===== src/sv/abd2_pkg.sv =====
// ----------------------------------------------------------------------------
// abd2_pkg
// Shared constants, types and helpers for the 2x2 ARGB box downscaler.
// ----------------------------------------------------------------------------
package abd2_pkg;

  localparam int unsigned MAX_SOURCE_WIDTH  = 2048;
  localparam int unsigned MAX_SOURCE_HEIGHT = 4096;
  localparam int unsigned MIN_DIM           = 2;

  localparam int unsigned PIX_W    = 32;
  localparam int unsigned SUM_W    = 9;
  localparam int unsigned PSUM_W   = 4 * SUM_W;
  localparam int unsigned CFG_W    = 13;
  localparam int unsigned CFG_IDX_W = 2;
  localparam int unsigned SRC_W_BITS = 12;
  localparam int unsigned SRC_H_BITS = 13;

  localparam logic [CFG_IDX_W-1:0] CFG_SOURCE_WIDTH  = 2'd0;
  localparam logic [CFG_IDX_W-1:0] CFG_SOURCE_HEIGHT = 2'd1;
  localparam logic [CFG_IDX_W-1:0] CFG_FORCE_OPAQUE  = 2'd2;

  localparam logic [7:0] ALPHA_OPAQUE = 8'hff;

  // Beat handed from the scan stage to the output pipeline
  typedef struct packed {
    logic              avg;     // bottom-right pixel of a block: line store read issued
    logic              last;    // final block of the frame
    logic [PSUM_W-1:0] sums;    // pair sums of the bottom row
  } beat_t;

  // Per-channel sums of two pixels, four 9-bit fields, alpha highest
  function automatic logic [PSUM_W-1:0] pair_sums(input logic [PIX_W-1:0] p,
                                                  input logic [PIX_W-1:0] q);
    logic [PSUM_W-1:0] r;
    r = '0;
    for (int ch = 0; ch < 4; ch++) begin
      r[ch*SUM_W +: SUM_W] = SUM_W'(p[ch*8 +: 8]) + SUM_W'(q[ch*8 +: 8]);
    end
    return r;
  endfunction

  // Sum top and bottom pair sums per channel and truncate by 4
  function automatic logic [PIX_W-1:0] block_avg(input logic [PSUM_W-1:0] top,
                                                 input logic [PSUM_W-1:0] bot);
    logic [PIX_W-1:0]  r;
    logic [SUM_W:0]    t;
    r = '0;
    for (int ch = 0; ch < 4; ch++) begin
      t = (SUM_W+1)'(top[ch*SUM_W +: SUM_W]) + (SUM_W+1)'(bot[ch*SUM_W +: SUM_W]);
      r[ch*8 +: 8] = t[SUM_W:2];
    end
    return r;
  endfunction

endpackage


===== src/sv/abd2_scan.sv =====
// ----------------------------------------------------------------------------
// abd2_scan
// Raster position tracking, left-pixel hold, pair sums and line store access.
// ----------------------------------------------------------------------------
module abd2_scan #(
  parameter int unsigned MAX_SOURCE_WIDTH  = abd2_pkg::MAX_SOURCE_WIDTH,
  parameter int unsigned MAX_SOURCE_HEIGHT = abd2_pkg::MAX_SOURCE_HEIGHT,
  parameter int unsigned WW = $clog2(MAX_SOURCE_WIDTH + 1),
  parameter int unsigned HW = $clog2(MAX_SOURCE_HEIGHT + 1),
  parameter int unsigned AW = 10
) (
  input  logic                        clk_i,
  input  logic                        rst_ni,
  input  logic                        accept_i,
  input  logic [abd2_pkg::PIX_W-1:0]  pixel_i,
  input  logic [WW-1:0]               width_i,
  input  logic [HW-1:0]               height_i,
  output logic                        line_we_o,
  output logic                        line_re_o,
  output logic [AW-1:0]               line_addr_o,
  output logic [abd2_pkg::PSUM_W-1:0] line_wdata_o,
  output abd2_pkg::beat_t             beat_o
);

  localparam int unsigned XW = $clog2(MAX_SOURCE_WIDTH);
  localparam int unsigned YW = $clog2(MAX_SOURCE_HEIGHT);

  logic [XW-1:0]              col_q, col_d;
  logic [YW-1:0]              row_q, row_d;
  logic [abd2_pkg::PIX_W-1:0] left_q;

  logic [WW-1:0] x_ext, x_nxt, even_w;
  logic [HW-1:0] y_ext, y_nxt, even_h;
  logic          in_blk, odd_col, odd_row;
  logic [abd2_pkg::PSUM_W-1:0] sums;

  always_comb begin
    x_ext   = WW'(col_q);
    y_ext   = HW'(row_q);
    x_nxt   = x_ext + WW'(1);
    y_nxt   = y_ext + HW'(1);
    even_w  = {width_i[WW-1:1], 1'b0};
    even_h  = {height_i[HW-1:1], 1'b0};
    in_blk  = (x_ext < even_w) && (y_ext < even_h);
    odd_col = col_q[0];
    odd_row = row_q[0];
    sums    = abd2_pkg::pair_sums(left_q, pixel_i);

    col_d = col_q;
    row_d = row_q;
    if (accept_i) begin
      // counts left past a smaller limit by a config change wrap here too
      if (x_nxt >= width_i) begin
        col_d = '0;
        row_d = (y_nxt >= height_i) ? '0 : y_nxt[YW-1:0];
      end else begin
        col_d = x_nxt[XW-1:0];
      end
    end
  end

  always_ff @(posedge clk_i or negedge rst_ni) begin
    if (!rst_ni) begin
      col_q  <= '0;
      row_q  <= '0;
      left_q <= '0;
    end else begin
      col_q <= col_d;
      row_q <= row_d;
      if (accept_i && in_blk && !odd_col) begin
        left_q <= pixel_i;
      end
    end
  end

  // Top row writes its pair sums; bottom row reads them back on its odd column.
  // A write and the read of the same entry are at least one row apart.
  assign line_we_o    = accept_i && in_blk && odd_col && !odd_row;
  assign line_re_o    = accept_i && in_blk && odd_col && odd_row;
  assign line_addr_o  = AW'(col_q >> 1);
  assign line_wdata_o = sums;

  always_comb begin
    beat_o.avg  = in_blk && odd_col && odd_row;
    beat_o.last = (x_ext == even_w - WW'(1)) && (y_ext == even_h - HW'(1));
    beat_o.sums = sums;
  end

endmodule


===== config.mk =====
export PLATFORM = sky130hd
export DESIGN_NAME = abd2_scan
export DESIGN_NICKNAME = d
export VERILOG_FILES = /design/src/sv/abd2_pkg.sv /design/src/sv/abd2_scan.sv
export SDC_FILE = /design/constraint.sdc
export NUM_CORES = 1
export LEC_CHECK = 0
export BUFFER_PORTS_ARGS = -buffer_cell sky130_fd_sc_hd__buf_4
export CAP_MARGIN = 0
export CORE_AREA = 8 8 143 119
export CTS_CLUSTER_SIZE = 28
export DETAILED_ROUTE_END_ITERATION = 16
export DIE_AREA = 0 0 151 127
export SKIP_LAST_GASP = 1
export SLEW_MARGIN = 20
export SYNTH_ARGS = -nofsm -noshare
export SYNTH_HDL_FRONTEND = slang
export SYNTH_SLANG_ARGS = --single-unit

===== constraint.sdc =====
create_clock -name clk_i -period 7.95 [get_ports clk_i]
set_clock_uncertainty 0.1 [all_clocks]
set_input_delay 0 -clock clk_i [delete_from_list [all_inputs] [get_ports clk_i]]
set_output_delay 0 -clock clk_i [all_outputs]
set_load 0.05 [all_outputs]

# --- Word level (Yosys, flattened, before mapping) ---
# Cells that the tools add are included.
# Widths: inputs -> output; s select.
op_classes:
  addsub: 8
  magnitude_cmp: 4
  n_mux: 2
  n_reduce_logical: 12
  eq_ne: 2
op_table:
  columns: ["cell", "n"]
  rows:
  - ["$add 8x8->9", 4]
  - ["$add 12x1->13 const B", 1]
  - ["$eq 12x13->1", 1]
  - ["$ge 13x13->1", 1]
  - ["$lt 12x13->1", 1]
  - ["$sub 13x1->13 const B", 1]
  - ["$add 11x1->12 const B", 1]
  - ["$eq 11x12->1", 1]
  - ["$ge 12x12->1", 1]
  - ["$lt 11x12->1", 1]
  - ["$mux 12", 1]
  - ["$sub 12x1->12 const B", 1]
  - ["$mux 11", 1]
  - ["$logic_and 1x1->1", 9]
  - ["$logic_not 1->1", 2]
  - ["$reduce_and 2->1", 1]
word_totals:
  elab_cells: 31
  input_bits: 60
  register_bits: 55
  output_inout_bits: 86

# --- Logic depth before layout (Yosys ltp) ---
depth:
  depth_word: 5
  ltp_mapped: 15
  mapped_depth_nobuf: 13

# --- Worst setup path before layout ---
# OpenSTA, ideal clock, no wires.
synth_path:
  path_type: "register to register"
  startpoint: "register row_q[3]"
  endpoint: "register row_q[5]"
  t_arrival_ns: 3.367
  setup_ns: 0.126
  path_buffers: 2
  path_stages_with_launch: 15
  synth_period_minus_slack_ns: 3.593
  required_ns: 7.724
  slack_ns: 4.357
  cell_sequence: "dfrtp_1 -> clkbuf_1 -> and3_1 -> nand3_1 -> or2_2 -> clkbuf_1 -> nor2_1 -> xnor2_1 -> inv_1 -> ha_1 -> a21oi_1 -> nor3b_1 -> a221oi_1 -> nor2_1 -> a221o_1"
synth_via:
  elab_chain_len: 3
synth_lines:
  columns: ["element", "line_no", "text"]
  rows:
  - ["start: declaration", "abd2_scan.sv:29", "logic [YW-1:0] row_q, row_d;"]
  - ["start signal: assignment", "abd2_scan.sv:69", "row_q <= row_d;"]
  - ["$add 12x1->13 *", "abd2_scan.sv:41", "y_nxt = y_ext + HW'(1);"]
  - ["$ge 13x13->1", "abd2_scan.sv:55", "row_d = (y_nxt >= height_i) ? '0 : y_nxt[YW-1:0];"]
  - ["$mux 12 *", "abd2_scan.sv:55", null]
# Mark *: on every way between the ends. The rest lies on a longest branch, timed or not.
# A chain may end at the register's enable or synchronous reset.

# --- Worst setup path in the final report ---
layout_path:
  startpoint: "register col_q[0]"
  endpoint: "register row_q[5]"
layout_via:
  elab_chain_len: 3
layout_lines:
  columns: ["element", "line_no", "text"]
  rows:
  - ["start: declaration", "abd2_scan.sv:28", "logic [XW-1:0] col_q, col_d;"]
  - ["start signal: assignment", "abd2_scan.sv:68", "col_q <= col_d;"]
  - ["$add 11x1->12", "abd2_scan.sv:40", "x_nxt = x_ext + WW'(1);"]
  - ["$ge 12x12->1", "abd2_scan.sv:53", "if (x_nxt >= width_i) begin"]
  - ["$reduce_and 2->1 (no line)", null, null]
# No other way between the ends.

==> out/qor.tcl <==
set qor(critical_path_cell_sequence) {nand4_1, nor2_1, and3_1, and3_1, xor2_1, ha_1, a21oi_1, o21ai_0, o31ai_2, nor2_1, a221o_1}
set qor(ys_ff_latch) 55
set qor(leakage_nw) 3.525
set qor(max_cap_violations) 0
set qor(hold_viol) 0
set qor(ir_drop_v) 0.0003348
set qor(worst-path-buf-inv) 0
set qor(routed_wire_per_std_cell_um) 16.35
set qor(layout.cells.most_common) {buf_4}
set qor(critPathMaxFanout) 17
set qor(maximum_number_of_pins_on_one_net_before_global_route_repair) 56
set qor(synth_enable_flop_cells) 0
set qor(initial_utilization) 0.3920
set qor(synth_async_sr_flop_share) 1.000
set qor(r2r_endpoint) {row_q[5]}
set qor(period_needed_ns) 3.998
set qor(synthDominantCellAreaShare) 0.2403
set qor(avgSynthCellArea_um2) 8.950
set qor(timing.critical_path.required_ns) 8.03
set qor(floorplan.die.width_um) 151
set qor(place_congestion) 0.8364
set qor(hold_class) {input port to async pin}
set qor(post-route-period-util) 0.5029
set qor(final_area_um2) 7157
set qor(post_drt_via_cell_ratio) 5.248
set qor(worst_path_largest_cell_delay_ns) 0.93
set qor(finalSetupViolCount) 0
set qor(clock_insertion_delay_worst_skew_ns) 0.30
set qor(yosys_warnings) 0
set qor(final_util) 0.4897
set qor(numCtsBuffers) 5
set qor(synthToLayoutAreaGrowth_pct) 24.95
set qor(crit_arrival_ns) 4.08
set qor(nFillCells) 1400
set qor(setup.worst_path.end_class) {flop}
set qor(cts-htree-levels) 2
set qor(most-common-layout-cells) {146 x buf_4, 82 x ha_1, 55 x dfrtp_1}
set qor(clk_transition_reported_paths_ns) 0.08
set qor(overall_die_area_um2) 19180
set qor(cts-root-to-sink-buffers) 2
set qor(cp_slowest_cell) {o31ai_2}
set qor(timing_max_transition_violations_final) 0
set qor(synth_area_leaders) {dfrtp_1 24%, ha_1 18%, xnor2_1 6.7%}
set qor(top_level_ports) 146
set qor(outcome) {finished clean}
set qor(timing.reg2reg.worst_path_depth) 11
set qor(post-cts-setup-buffer-count) 0
set qor(timing.fmax_ghz) 0.2501
set qor(critical_path.reg2reg.startpoint) {col_q[0]}
set qor(layout-drive-gt1-share) 0.2634
set qor(family_with_the_most_delay_on_the_worst_path) {compound AO/OA/AOI/OAI gates}
set qor(detailedRoute.firstPassIterationCount) 4
set qor(core_area_um2) 14610
set qor(vias) 5022
set qor(grt_pass1_wl_um) 25100
set qor(synth_cells) 640
set qor(worst-r2r-setup-slack_ns) 3.95
set qor(num-nets-final) 912
set qor(max_slew_margin) 0.2723
set qor(synth_cell_type_count) 61
set qor(clock_tree_from_tritoncts) {built}
set qor(gr-total-overflow) 0
set qor(worst_slew_pin_slew_ns) 1.085
set qor(first_iter_violations) 218
set qor(netlist.top_cell.by_area) {dfrtp_1}
set qor(final.setup.tns_ns) 0
set qor(postRouteAntennaNets) 0
set qor(worst-setup-path-type) {flop to flop}
set qor(die_height_um) 127
set qor(power_per_cell_area_nw_per_um2) 282.0
set qor(place.detailed.hpwl_um) 12800
set qor(portBuffers) 145
set qor(clk_root_buffer_cell) {clkbuf_16}
set qor(finalWirelength_um) 15640
set qor(synthesized_area_um2) 5728
set qor(via_count_of_the_first_global_routing_pass) 5091
set qor(clkSinkCount) 55
set qor(grt_setup_unrepaired) {false}
set qor(number_of_antenna_violations_at_the_first_check_in_global_routing) 0
set qor(grt_usage) 0.1598
set qor(critical_path.startpoint_type) {flop}
set qor(synth_seq_area_share) 0.2403
set qor(yosys_most_used_dff) {dfrtp_1}
set qor(drc_errors) 0
set qor(core.rowCount) 40
set qor(post_detailed_placement_cell_area_um2) 6661
set qor(postSynthNetCount) 786
-- worst max path at each step --
stage | from | endpoint | cells past startpoint
3_5_place_dp | col_q[0] | row_q[5] | 11
6_report | col_q[0] | row_q[5] | 11
3_3_place_gp | row_q[3] | row_q[7] | 12
4_1_cts | col_q[0] | row_q[5] | 11
5_1_grt | col_q[0] | row_q[5] | 11
2_1_floorplan | row_q[3] | row_q[5] | 14
-- cell type report --
class | instances | area (um^2) | share of cell area
tap | 189 | 236.5 | 0.03304
timing repair buffer | 180 | 1436 | 0.2007
clock inverter | 3 | 27.53 | 0.003846
sequential | 55 | 1376 | 0.1923
antenna | 1 | 2.502 | 0.0003497
inverter | 49 | 183.9 | 0.02570
multi-input combinational | 475 | 3769 | 0.5266
clock buffer | 5 | 125.1 | 0.01748
-- cell usage after synthesis, types with 2 or more instances --
master / number
o21ai_0: 23
xnor2_1: 44
o31ai_1: 4
a31oi_1: 3
or4_4: 2
dfrtp_1: 55
fa_1: 4
nor2_1: 37
a2111oi_0: 3
nand2_1: 40
a21oi_1: 29
a31o_2: 10
nand3_1: 12
and3_1: 12
o21bai_1: 3
nor3_2: 2
buf_2: 3
or4_1: 2
a221o_1: 2
inv_1: 49
clkbuf_1: 12
a21o_1: 12
o21a_1: 4
a211oi_1: 3
nor4_1: 6
nand2b_1: 7
o22ai_1: 3
nor3b_1: 3
o211a_1: 2
nor3_1: 11
buf_4: 46
xor2_1: 16
mux2i_1: 6
ha_1: 82
a22oi_1: 2
mux2_2: 29
o211ai_1: 3
nor2b_1: 17
o41ai_1: 4
nand4_1: 8
a22o_1: 5
-- power by group --
group | internal, W | switching (W)
combinational | 0.000448 | 0.000969
clock | 0.000120 | 0.000114
sequential | 0.000324 | 0.0000433
total | 0.000892 | 0.00113
-- per-layer routing --
metal  vias to the layer above  share of wire  track usage
met5                         -              0            0
met4                         0          0.015      0.04126
met3                        18          0.078      0.03529
met2                       168           0.45       0.2648
met1                      2342           0.45       0.2058
li1                       2494              -            -
-- timing repair --
| item | 4_1_cts | 5_1_grt |
|---|---|---|
| hold buffers | 34 | 0 |
| gates resized for setup | 0 | 0 |
| endpoints found under the setup margin | 0 | 0 |
| endpoints found under the hold margin | 89 | 0 |
-- registers in the layout, indices dropped and copies added (netlist names) --
| name | cells |
|---|---|
| left_q | 32 |
| row_q | 12 |
| col_q | 11 |
-- cell families (layout without fill, tap and decap cells) --
group           Yosys count  count (layout)  synth area share
buf+inv                 110             237            0.1029
compound gates          125             125            0.1494
simple gates            169             169            0.1551
mux                      35              35           0.06750
xor+xnor                 60              60           0.09174
other cells               0               1                 0
flops                    55              55            0.2403
fa+ha+maj                86              86            0.1931
-- metrics by stage --
| stage | worst slack (ns) | hold WS, ns | instances | power, W |
|---|---|---|---|---|
| 2_1_floorplan | 4.357 | -0.3956 | 640 | 0.001494 |
| 3_3_place_gp | 4.177 | 0.01460 | 914 | 0.001770 |
| 3_5_place_dp | 3.941 | 0.01594 | 914 | 0.001783 |
| 4_1_cts | 3.919 | 0.2252 | 956 | 0.002038 |
| 5_1_grt | 3.555 | 0.2638 | 956 | 0.002126 |
| 6_report | 3.952 | 0.1810 | 957 | 0.002018 |
No activity file was read; power rests on OpenSTA's default activity.
