File: config.mk
export PLATFORM = sky130hd
export DESIGN_NAME = abd2_out_stage
export DESIGN_NICKNAME = d
export VERILOG_FILES = /design/src/sv/abd2_pkg.sv /design/src/sv/abd2_out_stage.sv
export SDC_FILE = /design/constraint.sdc
export NUM_CORES = 1
export LEC_CHECK = 0
export ABC_CLOCK_PERIOD_IN_PS = 3700
export BUFFER_PORTS_ARGS = -buffer_cell sky130_fd_sc_hd__buf_4
export CORE_MARGIN = 2
export CORE_UTILIZATION = 41
export CTS_BUF_LIST = sky130_fd_sc_hd__clkbuf_8
export CTS_CLUSTER_DIAMETER = 100
export CTS_CLUSTER_SIZE = 14
export DETAILED_ROUTE_END_ITERATION = 10
export PLACE_DENSITY = 0.68
export SKIP_CTS_REPAIR_TIMING = 1
export SKIP_LAST_GASP = 1
export SLEW_MARGIN = 40
export SYNTH_ARGS = -nofsm -noshare
export SYNTH_HDL_FRONTEND = slang
export SYNTH_SLANG_ARGS = --single-unit
File: constraint.sdc
create_clock -name clk_i -period 3.7 [get_ports clk_i]
set_input_delay 0.37 -clock clk_i [delete_from_list [all_inputs] [get_ports clk_i]]
set_output_delay 0.37 -clock clk_i [all_outputs]
set_load 0.01 [all_outputs]
File: src/sv/abd2_pkg.sv
// ----------------------------------------------------------------------------
// abd2_pkg
// Shared constants, types and helpers for the 2x2 ARGB box downscaler.
// ----------------------------------------------------------------------------
package abd2_pkg;

  localparam int unsigned MAX_SOURCE_WIDTH  = 2048;
  localparam int unsigned MAX_SOURCE_HEIGHT = 4096;
  localparam int unsigned MIN_DIM           = 2;

  localparam int unsigned PIX_W    = 32;
  localparam int unsigned SUM_W    = 9;
  localparam int unsigned PSUM_W   = 4 * SUM_W;
  localparam int unsigned CFG_W    = 13;
  localparam int unsigned CFG_IDX_W = 2;
  localparam int unsigned SRC_W_BITS = 12;
  localparam int unsigned SRC_H_BITS = 13;

  localparam logic [CFG_IDX_W-1:0] CFG_SOURCE_WIDTH  = 2'd0;
  localparam logic [CFG_IDX_W-1:0] CFG_SOURCE_HEIGHT = 2'd1;
  localparam logic [CFG_IDX_W-1:0] CFG_FORCE_OPAQUE  = 2'd2;

  localparam logic [7:0] ALPHA_OPAQUE = 8'hff;

  // Beat handed from the scan stage to the output pipeline
  typedef struct packed {
    logic              avg;     // bottom-right pixel of a block: line store read issued
    logic              last;    // final block of the frame
    logic [PSUM_W-1:0] sums;    // pair sums of the bottom row
  } beat_t;

  // Per-channel sums of two pixels, four 9-bit fields, alpha highest
  function automatic logic [PSUM_W-1:0] pair_sums(input logic [PIX_W-1:0] p,
                                                  input logic [PIX_W-1:0] q);
    logic [PSUM_W-1:0] r;
    r = '0;
    for (int ch = 0; ch < 4; ch++) begin
      r[ch*SUM_W +: SUM_W] = SUM_W'(p[ch*8 +: 8]) + SUM_W'(q[ch*8 +: 8]);
    end
    return r;
  endfunction

  // Sum top and bottom pair sums per channel and truncate by 4
  function automatic logic [PIX_W-1:0] block_avg(input logic [PSUM_W-1:0] top,
                                                 input logic [PSUM_W-1:0] bot);
    logic [PIX_W-1:0]  r;
    logic [SUM_W:0]    t;
    r = '0;
    for (int ch = 0; ch < 4; ch++) begin
      t = (SUM_W+1)'(top[ch*SUM_W +: SUM_W]) + (SUM_W+1)'(bot[ch*SUM_W +: SUM_W]);
      r[ch*8 +: 8] = t[SUM_W:2];
    end
    return r;
  endfunction

endpackage

File: src/sv/abd2_out_stage.sv
// ----------------------------------------------------------------------------
// abd2_out_stage
// Read stage awaits line store data, then averages into the output register.
// ----------------------------------------------------------------------------
module abd2_out_stage (
  input  logic                        clk_i,
  input  logic                        rst_ni,
  input  logic                        accept_i,
  input  abd2_pkg::beat_t             beat_i,
  input  logic [abd2_pkg::PSUM_W-1:0] top_i,
  input  logic                        opaque_i,
  output logic                        ready_o,
  output logic                        valid_o,
  output logic [abd2_pkg::PIX_W-1:0]  pixel_o,
  output logic                        last_o,
  input  logic                        ready_i
);

  logic                        s1_vld_q;
  logic                        s1_last_q;
  logic [abd2_pkg::PSUM_W-1:0] s1_sums_q;
  logic                        out_vld_q;
  logic                        out_last_q;
  logic [abd2_pkg::PIX_W-1:0]  out_pix_q;
  logic                        s1_adv;
  logic [abd2_pkg::PIX_W-1:0]  avg;

  assign s1_adv  = !out_vld_q || ready_i;
  assign ready_o = !s1_vld_q || s1_adv;

  always_comb begin
    avg = abd2_pkg::block_avg(top_i, s1_sums_q);
    if (opaque_i) begin
      avg[31:24] = abd2_pkg::ALPHA_OPAQUE;
    end
  end

  always_ff @(posedge clk_i or negedge rst_ni) begin
    if (!rst_ni) begin
      s1_vld_q  <= 1'b0;
      out_vld_q <= 1'b0;
    end else begin
      if (accept_i) begin
        s1_vld_q <= beat_i.avg;
      end else if (s1_adv) begin
        s1_vld_q <= 1'b0;
      end
      if (s1_vld_q && s1_adv) begin
        out_vld_q <= 1'b1;
      end else if (ready_i) begin
        out_vld_q <= 1'b0;
      end
    end
  end

  always_ff @(posedge clk_i) begin
    if (accept_i && beat_i.avg) begin
      s1_last_q <= beat_i.last;
      s1_sums_q <= beat_i.sums;
    end
    if (s1_vld_q && s1_adv) begin
      out_pix_q  <= avg;
      out_last_q <= s1_last_q;
    end
  end

  assign valid_o = out_vld_q;
  assign pixel_o = out_pix_q;
  assign last_o  = out_last_q;

endmodule

# --- Yosys cells after proc, flatten, opt, wreduce, memory -nomap -nowiden ---
# Cells that the tools add are included.
# Widths: inputs -> output; s select.
word_totals:
  output_inout_bits: 35
  romBits: 0
  ramBits: 0
  n_memories: 0
  latchBits: 0
  input_bits: 79
  reg_bits: 72
classes:
  addsub: 4
  mul: 0
  n_lt_le_gt_ge: 0
  n_bitwise: 0
  div_mod_pow: 0
  n_reduce_logical: 8
  shift: 0
  n_mux: 4
  n_eq_ne: 0
op_table:
  columns: ["op", "count"]
  rows:
  - ["$add 9x9->10", 4]
  - ["$mux 1", 4]
  - ["$reduce_bool 2->1", 2]
  - ["$logic_and 1x1->1", 2]
  - ["$logic_not 1->1", 2]
  - ["$logic_or 1x1->1", 2]

# --- Logic depth before layout (Yosys ltp) ---
depth:
  word_depth: 4
  depth_mapped: 5
  ltp_nobuf: 5

# --- Least setup slack after synthesis ---
# Ideal clock, no wire load.
synth_path:
  kind: "reg2reg"
  start: "register out_vld_q, in the netlist valid_o"
  end: "register out_last_q, in the netlist last_o, enable pin"
  path_stages_with_launch: 3
  setup_slack_ns: 1.976
  t_arrival_ns: 1.330
  path_cell_list: "dfrtp_1 -> nand2b_1 -> and2_1"
synth_via:
  elab_chain_len: 3
synth_rtl:
  columns: ["item", "line", "source"]
  rows:
  - ["start, declared", "abd2_out_stage.sv:22", "logic out_vld_q;"]
  - ["start signal, assigned", "abd2_out_stage.sv:41", "out_vld_q <= 1'b0;"]
  - ["start signal, assigned", "abd2_out_stage.sv:49", "out_vld_q <= 1'b1;"]
  - ["start signal, assigned", "abd2_out_stage.sv:51", "out_vld_q <= 1'b0;"]
  - ["$logic_not 1->1", "abd2_out_stage.sv:28", "assign s1_adv = !out_vld_q || ready_i;"]
  - ["$logic_or 1x1->1", "abd2_out_stage.sv:28", null]
  - ["$logic_and 1x1->1", "abd2_out_stage.sv:61", "if (s1_vld_q && s1_adv) begin"]
  - ["end signal, assigned", "abd2_out_stage.sv:63", "out_last_q <= s1_last_q;"]
  - ["end, declared", "abd2_out_stage.sv:23", "logic out_last_q;"]
# Every way passes these cells.
# A chain may end at the register's enable or synchronous reset.

# --- Final worst setup path ---
layout_path:
  start: "register s1_sums_q[29] in the netlist's numbering"
  end: "register out_pix_q (netlist bit pixel_o[30]), data pin"
layout_via:
  elab_chain_len: 1
layout_rtl:
  columns: ["item", "line", "source"]
  rows:
  - ["start, declared", "abd2_out_stage.sv:21", "logic [abd2_pkg::PSUM_W-1:0] s1_sums_q;"]
  - ["start signal, assigned", "abd2_out_stage.sv:59", "s1_sums_q <= beat_i.sums;"]
  - ["$add 9x9->10", "abd2_pkg.sv:50", "t = (SUM_W+1)'(top[ch*SUM_W +: SUM_W]) + (SUM_W+1)'(bot[ch*SUM_W +: SUM_W]);"]
  - ["end signal, assigned", "abd2_out_stage.sv:62", "out_pix_q <= avg;"]
  - ["end, declared", "abd2_out_stage.sv:24", "logic [abd2_pkg::PIX_W-1:0] out_pix_q;"]
# Every way passes these cells.

==> impl_summary.txt <==
----------------------------------------------------
[Status]
  Outcome ... completed

[Clock network]
  Number of buffers created by CTS ... 9
  Clock tree root driver cell ... sky130_fd_sc_hd__clkbuf_8
  TritonCTS Sinks ... 72
  Clock tree from TritonCTS ... done
  CTS H-tree depth ... 3
  Clock transition at the register clock pins on the worst setup and hold paths after CTS ... 80 ps
  Deepest clock path buffer count ... 2
  Worst skew pair latency ... 340 ps

[STA]
  Achievable frequency ... 0.5510 GHz
  Pins Over Slew Limit ... 0
  Setup violations, final ... 0
  Setup repair after global routing missed its margin ... no
  Min Tclk post-route ... 1815 ps
  Rel. slew slack ... 0.6915
  Crit share post-route ... 0.4905
  Clock Skew ... 6.419 ps
  Hold Fails Final Rpt ... 0
  Least setup slack across all paths after layout ... 1885 ps
  Setup TNS Final ... 0 ps
  Slew at the pin with the worst max-slew slack ... between 400 and 500 ps

[Floorplanning]
  Y dimension of the die ... 95.39 um
  Number of rows created at floorplan ... 33
  Area of the core ... 8175 um^2
  Number of ports placed on the die boundary ... approximately 110
  Starting utilization of the core area ... 0.4189
  Die Area ... 9099 um^2
  Die Wd ... roughly 95 um

[Place]
  Final GP Congestion ... 0.8217
  Post-Place Worst Slack ... 1799 ps
  HPWL Detailed ... about 5000 um
  # port buffers ... ~110

[Critical path]
  Crit path max fanout ... 5
  Biggest cell delay along the critical path ... 380 ps
  Type of element launching the critical path ... register
  Sort of element at the end of the critical path ... register
  Slowest cell on crit path ... sky130_fd_sc_hd__edfxtp_1
  CP bufs+invs ... 0
  Kind of critical path ... register to register
  Largest delay share family, worst path ... compound AO/OA/AOI/OAI gates
  Critical path arrival ... 1900 ps
  Critical-path cell list ... ha_1, nand4_1, a21oi_1, o21ai_1, mux2i_1
  Req. time, crit path ... 3780 ps

[Logic synthesis]
  Number of library cell types mapped by synthesis ... 33
  Net Count, Synth ... 362
  Post-synthesis sequential area ratio ... 0.6284
  Synthesized area per cell ... about 14 um^2
  Number of standard cells after synthesis ... 251
  Yosys warning count ... 0
  Total standard cell area after synthesis ... 3425 um^2
  Number of flip-flops and latches in the synthesized netlist ... a little over 70

[Routing]
  Wire per inst ... 12.65 um
  Drt drc ... 0
  Violation count after the first detailed-routing iteration ... 56
  Wire length on met3 ... around 390 um
  Number of vias per cell ... 4.895
  Top layer reached by signal wires ... met4
  WL met1 ... 2545 um
  Met2 routed wirelength ... 3086 um
  Detail Route Antenna Nets ... 0
  Number of detailed-routing iterations run before antenna repair ... 4
  Final wirelength ... 6172 um
  Total number of vias ... 2389

[Run]
  Max-cap check violation count ... 0

[Power]
  Psw ... 473.9 uW
  Design internal power ... 1615 uW
  Power share of the clock group ... 0.346
  Leakage ... 0.001944 uW
  Relative contribution of sequential cells to total power ... 0.477
  Combinational power share ... 0.177
  Maximum ir drop on the vdd rail ... 0.0002380 V
  Switching part of the total power ... 0.2269
  Total power density per cell area ... around 450 nW/um^2

[Layout]
  Antenna Diode Count ... 0
  Layout cell share with drive strength beyond 1 ... 0.3499
  # nets final ... around 500
  Growth of design area from synthesis to finish ... 36.79%

[GRT]
  Vias in the first global route ... 2230
  Largest net degree at the start of global routing ... 34
  Total Routing Usage GR ... 0.1399
  Total global routing overflow ... 0
  First-pass GRT wire length ... between 9000 and 10000 um
  Initial antenna violation count ... 0

[Min path]
  Worst hold path class ... input port to register

----------------------------------------------------
## power groups by stage
stage	registers, uW	logic, uW	clock network (uW)
finish	996	369	724
CTS	996	373	745
floorplan	1030	201	0
detailed placement	1010	372	0
global placement	1010	359	0
global route	1000	416	778
## cell usage in the layout, fill, tap and decap left out, types with 2 or more instances in the layout
cell type and instances:
sky130_fd_sc_hd__edfxtp_1 70, sky130_fd_sc_hd__nand2_1 10, sky130_fd_sc_hd__nor2_1 16, sky130_fd_sc_hd__a21boi_0 2
sky130_fd_sc_hd__xnor2_1 9, sky130_fd_sc_hd__inv_1 5, sky130_fd_sc_hd__o21a_1 2, sky130_fd_sc_hd__xor2_1 10
sky130_fd_sc_hd__clkbuf_8 9, sky130_fd_sc_hd__a21oi_1 14, sky130_fd_sc_hd__dfrtp_1 2, sky130_fd_sc_hd__nand3_1 14
sky130_fd_sc_hd__a2bb2oi_1 3, sky130_fd_sc_hd__a211oi_1 3, sky130_fd_sc_hd__buf_4 114, sky130_fd_sc_hd__nand2b_1 9
sky130_fd_sc_hd__clkinv_1 2, sky130_fd_sc_hd__nand4_1 4, sky130_fd_sc_hd__nor3_1 12, sky130_fd_sc_hd__ha_1 32
sky130_fd_sc_hd__o21bai_1 4, sky130_fd_sc_hd__a21oi_2 2, sky130_fd_sc_hd__bufinv_16 3, sky130_fd_sc_hd__o21ai_0 14
## sequential cells by signal, indices dropped and copies added, names as in the netlist
name	cells
last_o	1
pixel_o	32
s1_last_q	1
s1_sums_q	36
s1_vld_q	1
valid_o	1
## metal layers
layer  vias to the layer above  GRT usage
met3                        11    0.03162
met4                         0    0.08095
met1                      1086     0.1747
li1                       1221          -
met5                         -          0
met2                        71     0.2236
## stage by stage
stage | util | hold WS [ps] | cells | instance area, um^2 | total power [uW]
floorplan | - | 74.41 | 251 | 3425 | 1230
global placement | 0.5398 | 154.0 | 470 | 4413 | 1372
detailed placement | 0.5432 | 153.8 | 471 | 4441 | 1386
CTS | 0.5718 | -216.3 | 487 | 4674 | 2115
global route | 0.5730 | 178.7 | 488 | 4684 | 2195
finish | 0.5730 | 203.1 | 488 | 4684 | 2089
## final timing paths
path	from	cells after the start	endpoint	slack [ps]
worst max-delay path	s1_sums_q[29]	5	pixel_o[30]	1880
worst min-delay path	beat_i[27]	1	s1_sums_q[27]	200
worst max register to register	s1_sums_q[29]	5	pixel_o[30]	1880
worst min register to register	s1_last_q	0	last_o	420
max in group asynchronous	rst_ni	2	valid_o	3270
min in group asynchronous	rst_ni	2	s1_vld_q	340
## layout make-up
cell class / count / area [um^2]
repair buffers: 116 / 893.4
fillers: 696 / 3491
flip-flops and latches: 72 / 2152
multi-input cells: 174 / 1255
clock buffers: 9 / 123.9
clock inverters: 7 / 110.1
inverters: 5 / 18.77
well taps: 105 / 131.4
## cell families after synthesis
group,count (synthesis),share of synthesized area
AO/OA/AOI/OAI,50,0.09317
adder cells (fa/ha/maj),32,0.1169
XOR/XNOR,19,0.04859
flip-flops,72,0.6284
multiplexers,1,0.002923
buffers and inverters,5,0.005481
AND/OR/NAND/NOR,72,0.1045
## Yosys cell counts
| master | n | area share |
|---|---|---|
| sky130_fd_sc_hd__nand2b_1 | 9 | 0.016 |
| sky130_fd_sc_hd__o2111ai_1 | 1 | 0.0026 |
| sky130_fd_sc_hd__nor2_1 | 16 | 0.018 |
| sky130_fd_sc_hd__nand4_1 | 4 | 0.0073 |
| sky130_fd_sc_hd__xor2_1 | 10 | 0.026 |
| sky130_fd_sc_hd__a31oi_1 | 1 | 0.0018 |
| sky130_fd_sc_hd__nand3b_1 | 1 | 0.0022 |
| sky130_fd_sc_hd__a31o_2 | 1 | 0.0026 |
| sky130_fd_sc_hd__a2bb2oi_1 | 3 | 0.0077 |
| sky130_fd_sc_hd__inv_1 | 5 | 0.0055 |
| sky130_fd_sc_hd__ha_1 | 32 | 0.12 |
| sky130_fd_sc_hd__a21oi_2 | 2 | 0.0051 |
| sky130_fd_sc_hd__o21ai_0 | 14 | 0.020 |
| sky130_fd_sc_hd__a21o_1 | 1 | 0.0022 |
| sky130_fd_sc_hd__o21ai_1 | 1 | 0.0015 |
| sky130_fd_sc_hd__nand2_1 | 10 | 0.011 |
| sky130_fd_sc_hd__mux2i_1 | 1 | 0.0029 |
| sky130_fd_sc_hd__a21boi_0 | 2 | 0.0044 |
| sky130_fd_sc_hd__o21bai_1 | 4 | 0.0088 |
| sky130_fd_sc_hd__nor4_1 | 1 | 0.0018 |
| sky130_fd_sc_hd__o21a_1 | 2 | 0.0044 |
| sky130_fd_sc_hd__dfrtp_1 | 2 | 0.015 |
| sky130_fd_sc_hd__edfxtp_1 | 70 | 0.61 |
| sky130_fd_sc_hd__nand3_1 | 14 | 0.020 |
| sky130_fd_sc_hd__nor3_1 | 12 | 0.018 |
| sky130_fd_sc_hd__nor3b_1 | 1 | 0.0022 |
| sky130_fd_sc_hd__a21oi_1 | 14 | 0.020 |
| sky130_fd_sc_hd__o41ai_2 | 1 | 0.0048 |
| sky130_fd_sc_hd__xnor2_1 | 9 | 0.023 |
| sky130_fd_sc_hd__a211oi_1 | 3 | 0.0066 |
| sky130_fd_sc_hd__and2_1 | 2 | 0.0037 |
| sky130_fd_sc_hd__or3_1 | 1 | 0.0018 |
| sky130_fd_sc_hd__and3b_1 | 1 | 0.0026 |
Power figures use the tool's default switching activity.
